==> config.mk <==
export PLATFORM = sky130hd
export DESIGN_NAME = length_checksum_frame_parser_top
export DESIGN_NICKNAME = d
export VERILOG_FILES = /design/src/rtl/core/lcfp_pkg.sv /design/src/rtl/core/lcfp_ram.sv /design/src/rtl/core/lcfp_ctrl.sv /design/src/rtl/core/lcfp_datapath.sv /design/src/rtl/core/length_checksum_frame_parser_top.sv
export SDC_FILE = /design/constraint.sdc
export NUM_CORES = 1
export LEC_CHECK = 0
export ABC_AREA = 1
export BUFFER_PORTS_ARGS = -buffer_cell sky130_fd_sc_hd__buf_4
export CAP_MARGIN = 10
export CORE_MARGIN = 8
export CORE_UTILIZATION = 35
export CTS_CLUSTER_DIAMETER = 200
export CTS_CLUSTER_SIZE = 40
export DETAILED_ROUTE_END_ITERATION = 6
export GPL_TIMING_DRIVEN = 0
export HOLD_SLACK_MARGIN = 0.06
export PLACE_DENSITY = 0.48
export SYNTH_ARGS = -nofsm -noshare
export SYNTH_HDL_FRONTEND = slang
export SYNTH_SLANG_ARGS = --single-unit
export TNS_END_PERCENT = 100
==> constraint.sdc <==
create_clock -name clk -period 3.6 [get_ports clk]
set_clock_uncertainty 0.15 [all_clocks]
set_input_delay 0.9 -clock clk [delete_from_list [all_inputs] [get_ports clk]]
set_output_delay 0.9 -clock clk [all_outputs]
set_load 0.01 [all_outputs]
==> src/rtl/core/lcfp_pkg.sv <==
// Package for the length/checksum frame parser.
// Holds sizes, reset values and the controller/datapath interface structs.
// No dependencies.
package lcfp_pkg;

    localparam int BYTE_W      = 8;
    localparam int BUFFER_SIZE = 64;
    localparam int STORE_DEPTH = 64;
    localparam int ADDR_W      = $clog2(STORE_DEPTH);
    localparam int TDATA_W     = 32;
    localparam int TDATA_USED  = 2 * BYTE_W + 2 * ADDR_W;

    localparam logic [BYTE_W-1:0] START_RESET = 8'h61;

    // controller -> datapath
    typedef struct packed {
        logic seed;      // start byte seen: seed checksum, clear count
        logic take_len;  // latch length, add to checksum
        logic store;     // write payload byte, add to checksum
        logic rd_start;  // checksum matched: rewind read pointer
        logic rd_en;     // issue RAM read at read pointer
        logic rd_next;   // advance read pointer
    } lcfp_cmd_t;

    // datapath -> controller
    typedef struct packed {
        logic is_start;
        logic len_ok;
        logic payload_done;
        logic sum_match;
    } lcfp_status_t;

endpackage

==> src/rtl/core/lcfp_ram.sv <==
// Generic single-port RAM, one write or read per cycle, registered read data.
// No dependencies.
module lcfp_ram #(
    parameter int WIDTH = 8,
    parameter int DEPTH = 64
) (
    input  logic                     clk,
    input  logic                     we,
    input  logic                     re,
    input  logic [$clog2(DEPTH)-1:0] addr,
    input  logic [WIDTH-1:0]         wdata,
    output logic [WIDTH-1:0]         rdata
);

    logic [WIDTH-1:0] mem [DEPTH];

    always_ff @(posedge clk)
    begin
        if (we)
        begin
            mem[addr] <= wdata;
        end
        if (re)
        begin
            rdata <= mem[addr];
        end
    end

endmodule

==> src/rtl/core/lcfp_ctrl.sv <==
// Frame parser controller: phase state machine and stream handshakes.
// Depends on lcfp_pkg.
module lcfp_ctrl (
    input  logic                  clk,
    input  logic                  rst_n,
    input  logic                  in_valid,
    output logic                  in_ready,
    output logic                  out_valid,
    input  logic                  out_ready,
    input  logic                  out_last,
    input  lcfp_pkg::lcfp_status_t status,
    output lcfp_pkg::lcfp_cmd_t    cmd
);
    import lcfp_pkg::*;

    typedef enum logic [2:0] {
        ST_IDLE,
        ST_LENGTH,
        ST_PAYLOAD,
        ST_CHECK,
        ST_READ,
        ST_EMIT
    } state_t;

    state_t state_reg, state_next;
    logic   in_fire;

    assign in_ready  = (state_reg == ST_IDLE) || (state_reg == ST_LENGTH) ||
                       (state_reg == ST_PAYLOAD) || (state_reg == ST_CHECK);
    assign out_valid = (state_reg == ST_EMIT);
    assign in_fire   = in_valid && in_ready;

    always_comb
    begin
        state_next = state_reg;
        cmd        = '0;
        unique case (state_reg)
            ST_IDLE:
            begin
                if (in_fire && status.is_start)
                begin
                    cmd.seed   = 1'b1;
                    state_next = ST_LENGTH;
                end
            end
            ST_LENGTH:
            begin
                if (in_fire)
                begin
                    if (status.len_ok)
                    begin
                        cmd.take_len = 1'b1;
                        state_next   = ST_PAYLOAD;
                    end
                    else
                    begin
                        state_next = ST_IDLE;
                    end
                end
            end
            ST_PAYLOAD:
            begin
                if (in_fire)
                begin
                    cmd.store = 1'b1;
                    if (status.payload_done)
                    begin
                        state_next = ST_CHECK;
                    end
                end
            end
            ST_CHECK:
            begin
                if (in_fire)
                begin
                    if (status.sum_match)
                    begin
                        cmd.rd_start = 1'b1;
                        state_next   = ST_READ;
                    end
                    else
                    begin
                        state_next = ST_IDLE;
                    end
                end
            end
            ST_READ:
            begin
                cmd.rd_en  = 1'b1;
                state_next = ST_EMIT;
            end
            ST_EMIT:
            begin
                if (out_ready)
                begin
                    if (out_last)
                    begin
                        state_next = ST_IDLE;
                    end
                    else
                    begin
                        cmd.rd_next = 1'b1;
                        state_next  = ST_READ;
                    end
                end
            end
            default:
            begin
                state_next = ST_IDLE;
            end
        endcase
    end

    always_ff @(posedge clk or negedge rst_n)
    begin
        if (!rst_n)
        begin
            state_reg <= ST_IDLE;
        end
        else
        begin
            state_reg <= state_next;
        end
    end

endmodule

==> src/rtl/core/lcfp_datapath.sv <==
// Frame parser datapath: start byte register, checksum, counters and the
// payload store. Depends on lcfp_pkg and lcfp_ram.
module lcfp_datapath (
    input  logic                          clk,
    input  logic                          rst_n,
    input  logic                          cfg_we,
    input  logic [lcfp_pkg::BYTE_W-1:0]   cfg_wdata,
    input  logic [lcfp_pkg::BYTE_W-1:0]   in_byte,
    input  lcfp_pkg::lcfp_cmd_t           cmd,
    output lcfp_pkg::lcfp_status_t        status,
    output logic [lcfp_pkg::BYTE_W-1:0]   message_id,
    output logic [lcfp_pkg::BYTE_W-1:0]   data_byte,
    output logic [lcfp_pkg::ADDR_W-1:0]   byte_index,
    output logic [lcfp_pkg::ADDR_W-1:0]   payload_length,
    output logic                          last
);
    import lcfp_pkg::*;

    logic [BYTE_W-1:0] start_reg;
    logic [BYTE_W-1:0] sum_reg, sum_next;
    logic [ADDR_W-1:0] len_reg;
    logic [ADDR_W-1:0] count_reg;
    logic [ADDR_W-1:0] rd_idx_reg;
    logic [BYTE_W-1:0] msg_id_reg;
    logic [ADDR_W:0]   count_inc;
    logic [ADDR_W-1:0] ram_addr;

    assign sum_next  = sum_reg + in_byte;
    assign count_inc = {1'b0, count_reg} + 1'b1;

    assign status.is_start     = (in_byte == start_reg);
    assign status.len_ok       = ({1'b0, in_byte} < (BYTE_W+1)'(BUFFER_SIZE));
    assign status.payload_done = (count_inc >= {1'b0, len_reg});
    assign status.sum_match    = (in_byte == sum_reg);

    always_ff @(posedge clk or negedge rst_n)
    begin
        if (!rst_n)
        begin
            start_reg  <= START_RESET;
            sum_reg    <= '0;
            len_reg    <= '0;
            count_reg  <= '0;
            rd_idx_reg <= '0;
        end
        else
        begin
            if (cfg_we)
            begin
                start_reg <= cfg_wdata;
            end
            if (cmd.seed)
            begin
                sum_reg   <= in_byte;
                count_reg <= '0;
            end
            if (cmd.take_len)
            begin
                sum_reg <= sum_next;
                len_reg <= in_byte[ADDR_W-1:0];
            end
            if (cmd.store)
            begin
                sum_reg   <= sum_next;
                count_reg <= count_inc[ADDR_W-1:0];
            end
            if (cmd.rd_start)
            begin
                rd_idx_reg <= '0;
            end
            else if (cmd.rd_next)
            begin
                rd_idx_reg <= rd_idx_reg + 1'b1;
            end
        end
    end

    // id byte kept beside the store so every result can carry it
    always_ff @(posedge clk)
    begin
        if (cmd.store && (count_reg == '0))
        begin
            msg_id_reg <= in_byte;
        end
    end

    assign ram_addr = cmd.store ? count_reg : rd_idx_reg;

    lcfp_ram #(
        .WIDTH (BYTE_W),
        .DEPTH (STORE_DEPTH)
    ) u_store (
        .clk   (clk),
        .we    (cmd.store),
        .re    (cmd.rd_en),
        .addr  (ram_addr),
        .wdata (in_byte),
        .rdata (data_byte)
    );

    assign message_id     = msg_id_reg;
    assign byte_index     = rd_idx_reg;
    assign payload_length = len_reg;
    assign last           = ({1'b0, rd_idx_reg} + 1'b1) == {1'b0, count_reg};

endmodule

==> src/rtl/core/length_checksum_frame_parser_top.sv <==
// Start/length/payload deframer with 8-bit additive checksum.
// Input: one byte per cycle while receiving; the checksum byte is taken and,
// on a match, input then stalls while the stored payload is read out.
// Output: a matched frame of n stored bytes emits n results, each through a RAM
// read state and an output state held until taken; the first read follows the
// checksum byte. Reset (rst_n, async low) returns to idle, start byte = 0x61.
module length_checksum_frame_parser_top (
    input  logic                           clk,
    input  logic                           rst_n,
    input  logic                           cfg_we,
    input  logic [lcfp_pkg::BYTE_W-1:0]    cfg_wdata,
    input  logic                           s_axis_tvalid,
    output logic                           s_axis_tready,
    input  logic [lcfp_pkg::BYTE_W-1:0]    s_axis_tdata,  // [7:0] in_byte
    output logic                           m_axis_tvalid,
    input  logic                           m_axis_tready,
    // [7:0] message_id, [15:8] data_byte, [21:16] byte_index,
    // [27:22] payload_length, [31:28] zero
    output logic [lcfp_pkg::TDATA_W-1:0]   m_axis_tdata,
    output logic                           m_axis_tlast
);
    import lcfp_pkg::*;

    lcfp_cmd_t         cmd;
    lcfp_status_t      status;
    logic [BYTE_W-1:0] message_id;
    logic [BYTE_W-1:0] data_byte;
    logic [ADDR_W-1:0] byte_index;
    logic [ADDR_W-1:0] payload_length;
    logic              last;

    lcfp_ctrl u_ctrl (
        .clk       (clk),
        .rst_n     (rst_n),
        .in_valid  (s_axis_tvalid),
        .in_ready  (s_axis_tready),
        .out_valid (m_axis_tvalid),
        .out_ready (m_axis_tready),
        .out_last  (last),
        .status    (status),
        .cmd       (cmd)
    );

    lcfp_datapath u_dp (
        .clk            (clk),
        .rst_n          (rst_n),
        .cfg_we         (cfg_we),
        .cfg_wdata      (cfg_wdata),
        .in_byte        (s_axis_tdata),
        .cmd            (cmd),
        .status         (status),
        .message_id     (message_id),
        .data_byte      (data_byte),
        .byte_index     (byte_index),
        .payload_length (payload_length),
        .last           (last)
    );

    assign m_axis_tdata = {(TDATA_W-TDATA_USED)'(0), payload_length, byte_index,
                           data_byte, message_id};
    assign m_axis_tlast = last;

endmodule

==> After elaboration in Yosys (flattened, before gate mapping) <==
Memory sizes are Yosys's and may differ from the RTL's. A register that Yosys moved wholly into a read port is not among the register bits.
Cells that the tools add are included.
{ "totals": {"input_bits": 21, "regBits": 45, "out_inout_bits": 35, "ram_bits": 512, "n_memories": 1, "latch_bits": 0, "wordCells": 74, "romBits": 0} }
{ "mem_list": {"columns": ["name", "words", "width", "rd", "rd_clocked_by_memory_dff", "wr", "line", "text"], "rows": [
  ["u_dp.u_store.mem", 64, 8, 1, 1, 1, "lcfp_ram.sv:15", "logic [WIDTH-1:0] mem [DEPTH];"]
]} }
{ "op_classes": {"n_div": 0, "muxes": 34, "shift": 0, "n_bitwise": 0, "n_eq_ne": 14, "mul": 0, "n_reduce_logical": 12, "n_lt_le_gt_ge": 2, "addsub": 4} }
{ "ops": {"columns": ["op", "count"], "rows": [
  ["two-way mux 6 bit", 5],
  ["two-way mux 3 bit", 8],
  ["two-way mux 8 bit", 3],
  ["case mux 3 bit (6 select lines)", 1],
  ["equality test 8 bit", 2],
  ["two-way mux 1 bit", 16],
  ["adder 6 x 1 -> 7 bit, second input constant", 2],
  ["adder 8 bit", 1],
  ["less-than comparator 8 x 7 -> 1 bit, second input constant", 1],
  ["!= test 2 x 1 -> 1 bit, second input constant", 4],
  ["equality test 7 x 6 -> 1 bit", 1],
  ["greater-or-equal comparator 7 x 6 -> 1 bit", 1],
  ["adder 6 x 1 -> 6 bit, second input constant", 1],
  ["equality test 3 x 2 -> 1 bit, second input constant", 2],
  ["equality test 3 bit, second input constant", 2],
  ["zero test 6 bit", 1],
  ["AND reduction 6 bit", 1],
  ["!= test 2 bit, second input constant", 2],
  ["nonzero test 2 bit", 2],
  ["equality test 3 x 1 -> 1 bit, second input constant", 1],
  ["logical AND 1 bit", 3],
  ["zero test 3 bit", 1],
  ["logical OR 1 bit", 3],
  ["nonzero test 3 bit", 1],
  ["two-way mux 2 bit", 1]
]} }

==> Longest topological paths before layout <==
{ "logic_depth": {"ltp_word": 11, "mapped_depth": 16, "mapped_depth_nobuf": 15} }

==> Hierarchy <==
A second synthesis with hierarchy kept.
{ "unflattened": {"cells_unflattened": 2544, "area_unflattened_um2": 25054.0} }
{ "modules_own_cells": {"columns": ["module", "instances", "seq_area_each_um2", "cells_each", "area_each_um2"], "rows": [
  ["lcfp_ram", 1, 15615.0, 2167, 22125.0],
  ["lcfp_datapath", 1, 1094.8, 320, 2588.7],
  ["lcfp_ctrl", 1, 75.1, 52, 306.5],
  ["length_checksum_frame_parser_top", 1, 0.0, 5, 33.8]
]} }

==> Least setup slack after synthesis <==
OpenSTA, ideal clock, no wires.
{ "synth_path": {"path_kind": "in2reg", "from": "input s_axis_tvalid", "to": "memory u_dp.u_store.mem[31][0], enable pin", "cell_stages": 9, "slack_ns": 0.573, "path_buffers": 2, "arrival_time_ns": 2.507, "setup_ns": 0.370, "required_ns": 3.080, "cell_sequence": "nand4_4 buf_12 inv_4 buf_6 o21ai_4 inv_4 nor3_4 inv_2 nor2_1"} }
{ "synth_between": {"elab_chain_len": 5, "word_cells_on_any_way": 6, "classes_between": "5 x mux; 1 x reduce/logical"} }
{ "synth_rtl": {"columns": ["element", "line", "text"], "rows": [
  ["from (decl)", "length_checksum_frame_parser_top.sv:12", "input logic s_axis_tvalid,"],
  ["logical AND 1 bit *", "lcfp_ctrl.sv:31", "assign in_fire = in_valid && in_ready;"],
  ["two-way mux 1 bit *", "lcfp_ctrl.sv:63", "if (in_fire)"],
  ["two-way mux 1 bit *", "lcfp_ctrl.sv:37", "unique case (state_reg)"],
  ["two-way mux 1 bit", "lcfp_ram.sv:19", "if (we)"],
  ["two-way mux 1 bit (implied by the code)", "lcfp_ram.sv:21", "mem[addr] <= wdata;"],
  ["to (decl)", "lcfp_ram.sv:15", null]
]} }
Mark *: on every way between the ends. The rest lies on a longest branch, timed or not.

==> Final worst setup path <==
{ "layout_path": {"from": "register u_ctrl.state_reg[2]", "to": "memory u_dp.u_store.mem[37][2], enable pin"} }
{ "layout_between": {"elab_chain_len": 9, "word_cells_on_any_way": 13, "classes_between": "3 x eq/ne; 5 x mux; 5 x reduce/logical"} }
{ "layout_rtl": {"columns": ["element", "line", "text"], "rows": [
  ["from (decl)", "lcfp_ctrl.sv:25", "state_t state_reg, state_next;"],
  ["from (signal assigned)", "lcfp_ctrl.sv:122", "state_reg <= state_next;"],
  ["equality test 3 x 1 -> 1 bit / zero test 3 bit (equally long branches)", "lcfp_ctrl.sv:28", "assign in_ready = (state_reg == ST_IDLE) || (state_reg == ST_LENGTH) ||"],
  ["logical OR 1 bit (2 in a row)", "lcfp_ctrl.sv:28", null],
  ["logical OR 1 bit", "lcfp_ctrl.sv:29", "(state_reg == ST_PAYLOAD) || (state_reg == ST_CHECK);"],
  ["logical AND 1 bit", "lcfp_ctrl.sv:31", null],
  ["two-way mux 1 bit", "lcfp_ctrl.sv:63", null],
  ["two-way mux 1 bit *", "lcfp_ctrl.sv:37", null],
  ["two-way mux 1 bit", "lcfp_ram.sv:19", null],
  ["two-way mux 1 bit (implied by the code)", "lcfp_ram.sv:21", null]
]} }
Marks and branches as above.

==> impl_results.md <==
* Num CTS Buffers at 18
* FMAX at 0.281 GHz
* Chip Width at 285 µm
* Top cells by area, synth: edfxtp_1 63%, nand2_1 19%, nand3_1 5.4%
* Die footprint at 0.0813 mm²
* Total grt overflow at 0
* Register area share after synthesis at 0.662
* Routability cong. at 0.885
* Clock tree root driver cell: clkbuf_16
* Synth cell count leaders: 1284 x nand2_1, 528 x edfxtp_1, 274 x nand3_1
* Post-Layout Inst Area at 0.0281 mm²
* Global-route wire length before repair at 116000 µm
* Via density at between 5 and 6
* Crit-path cells: inv_2 > nand4_4 > buf_12 > nand2_1 > o21ai_4 > inv_2 > buf_2 > buf_2 > nand4_1 > buf_4 > nor2_2
* Actual slew at the worst max-slew pin at 1040 ps
* Core area at 0.0716 mm²
* CP Launch Type: flip-flop
* YS warnings at 0
* CTS sink cnt at around 570
* Post-layout util at 0.393
* Xor-xnor portion of the synthesized cell area at 0.00484
* Starting DRT DRC Count at 2000
* CP Max Fanout at 10
* Number of flops mapped to enable cells by yosys at 528
* Worst hold slack at ~100 ps
* Seq cells post-synth at ~570
* Share of cells above drive strength 1 at 0.100
* CTS tree: yes
* Post-layout minimum cycle time at ~3600 ps
* Synth area leader: edfxtp_1
* Synth Area in Simple Gates at 0.272
* Async set or reset register ratio after synthesis at 0.0655
* MaxCap Viol Count at 0
* DRT Wirelength at 79400 µm
* Largest family of logic cells by synthesized area: simple AND/OR/NAND/NOR gates
* DR vias at 18400
* Hold_buf cts at 0
* Status: complete, no violations
* Remaining DRCs at 0
* Initial antenna violation count at 2
* Initial Utilization at 0.354
* Num rows at 98
* Share of the synthesized area in the top cell type at 0.625
* ANT nets after route at 0
* Final hold vios at 0
* CTS H-tree lvls at 1
* DP HPWL at about 52000 µm
* Worst EP arrival at 3650 ps
* Slew margin rel. at 0.307
* Final Cycle Share at 0.987
* Reg-to-reg endpoint: u_dp.u_store.mem[37][2]$_DFFE_PP_
* Post-Synth Adder-Cell Area at 0.00869
* Pwr dens at 520 mW/mm²
* Fillers at 7100
* Delay-heaviest family, CP: buffers and inverters
* Ports at 56
* Ys flop type: edfxtp_1
* Total global-route track usage at 0.188
* Worst EP required at 3700 ps
* Complex-gate fraction of the synthesized area at 0.0143
* Synth cell types at between 40 and 50
* Reg with most FFs: u_dp.u_store.mem
* Leak at roughly 11 nW
* CTS max path bufs at 3
* Drt wl/cell at 21.9 µm
* DR pass1 iterations at 7
* Cell count after synthesis at 2569
* Top-count cell post-synth: nand2_1
* Syn avg cell area at 9.87 µm²
* Fin. max-slew vios at 0
* Final setup viols at 0
* Reg2reg start: u_ctrl.state_reg[2]$_DFFE_PN0P_
* CP peak stage delay at 490 ps
* Vias in the first global route at 17600
* Vert. Die Dim at 285 µm
* Setup crit end kind: flip-flop
* Max reg flops at just over 500
* WP depth at 11
* FF-to-FF setup slack at roughly 47 ps
* FF-to-FF path depth at 11
* Final setup TNS at 0 ps
* Placed cell area at 0.0270 mm²
* Antenna diodes at 0
* Worst path bufs/invs at 6
* Nets at 2702
* Largest net degree at the start of global routing at 70
* Max IR drop VDD at 0.340 mV
* Pwr Total at roughly 0.015 W
* Multiplexer share of the synthesized area at 0.000888
* Clk_lat worst skew at about 600 ps
* Port Buffer Count at just over 50
* Critical path class: reg2reg
* CP max-delay cell: nor2_2
* Clock transition at path regs at 150 ps
* Post-Synthesis Cell Area at 0.0254 mm²
* Min-Delay Path Class: in2async
* Area Growth Syn to Fin at 11.0%
* RSZ-0062 raised after global routing: yes
## per-layer routing
| layer | wire length (µm) | GRT usage |
|---|---|---|
| met1 | 34800 | 0.262 |
| met2 | 36800 | 0.304 |
| met3 | 5750 | 0.0322 |
| met4 | 2070 | 0.0460 |
| met5 | 0 | 0 |
## metrics by stage
step,setup slack [ps],std cells
detailed placement,-1590,3574
global route,-53.2,3620
finish,46.8,3620
CTS,-412,3616
global placement,-1670,3573
floorplan,573,2572
## final cells by class
class	count	area [µm²]	area share
buffer	133	641	0.0228
multi-input combinational	1795	8090	0.288
sequential	565	16800	0.596
timing repair buffer	72	607	0.0216
tap	950	1190	0.0422
clock buffer	25	498	0.0177
clock inverter	1	30.0	0.00107
inverter	79	304	0.0108
## worst max-delay path by stage
stage	start	endpoint	slack, ps
CTS	u_ctrl.state_reg[1]$_DFFE_PN0P_	u_dp.u_store.mem[48][4]$_DFFE_PP_	-410
floorplan	s_axis_tvalid	u_dp.u_store.mem[31][0]$_DFFE_PP_	570
detailed placement	s_axis_tvalid	u_dp.u_store.mem[63][5]$_DFFE_PP_	-1590
finish	u_ctrl.state_reg[2]$_DFFE_PN0P_	u_dp.u_store.mem[37][2]$_DFFE_PP_	50
global route	u_ctrl.state_reg[2]$_DFFE_PN0P_	u_dp.u_store.mem[13][4]$_DFFE_PP_	-50
global placement	s_axis_tvalid	u_dp.u_store.mem[63][5]$_DFFE_PP_	-1670
## cell families (layout without fill, tap and decap cells)
kind of cell    after synthesis  in the layout
mux                           2              2
fa+ha+maj                    17             17
simple gates               1698           1698
compound gates               60             60
buf+inv                     212            310
xor+xnor                     14             14
flops                       565            565
other cells                   1              4
## layout by cell type, fill, tap and decap left out, drive strengths merged
cell    instances
a21oi          10
a31oi           1
a41oi           1
buf           150
clkbuf         80
clkinv          1
conb            4
dfrtp          34
dfstp           3
edfxtp        528
fa              1
ha             16
inv            79
mux2            2
nand2        1285
nand3         274
nand3b          1
nand4          16
nor2          103
nor3           16
nor4            2
o211ai          2
o21ai          38
o22ai           7
o31ai           1
or2             1
xnor2           3
xor2           11
## power by group
group | total (W) | switching (W) | internal [W]
Combinational | 0.00420 | 0.00302 | 0.00118
Clock | 0.00297 | 0.00197 | 0.00100
Sequential | 0.00746 | 0.000135 | 0.00733
Total | 0.0146 | 0.00512 | 0.00951
## repair_timing
item                                    4_1_cts  5_1_grt
buffers inserted                             16        4
gates cloned                                  0        0
resized for setup                            87       40
endpoints found under the hold margin         0        0
pin swaps                                     7        4
endpoints found under the setup margin      513      368
Note: power is estimated with default switching activity, not from simulation.
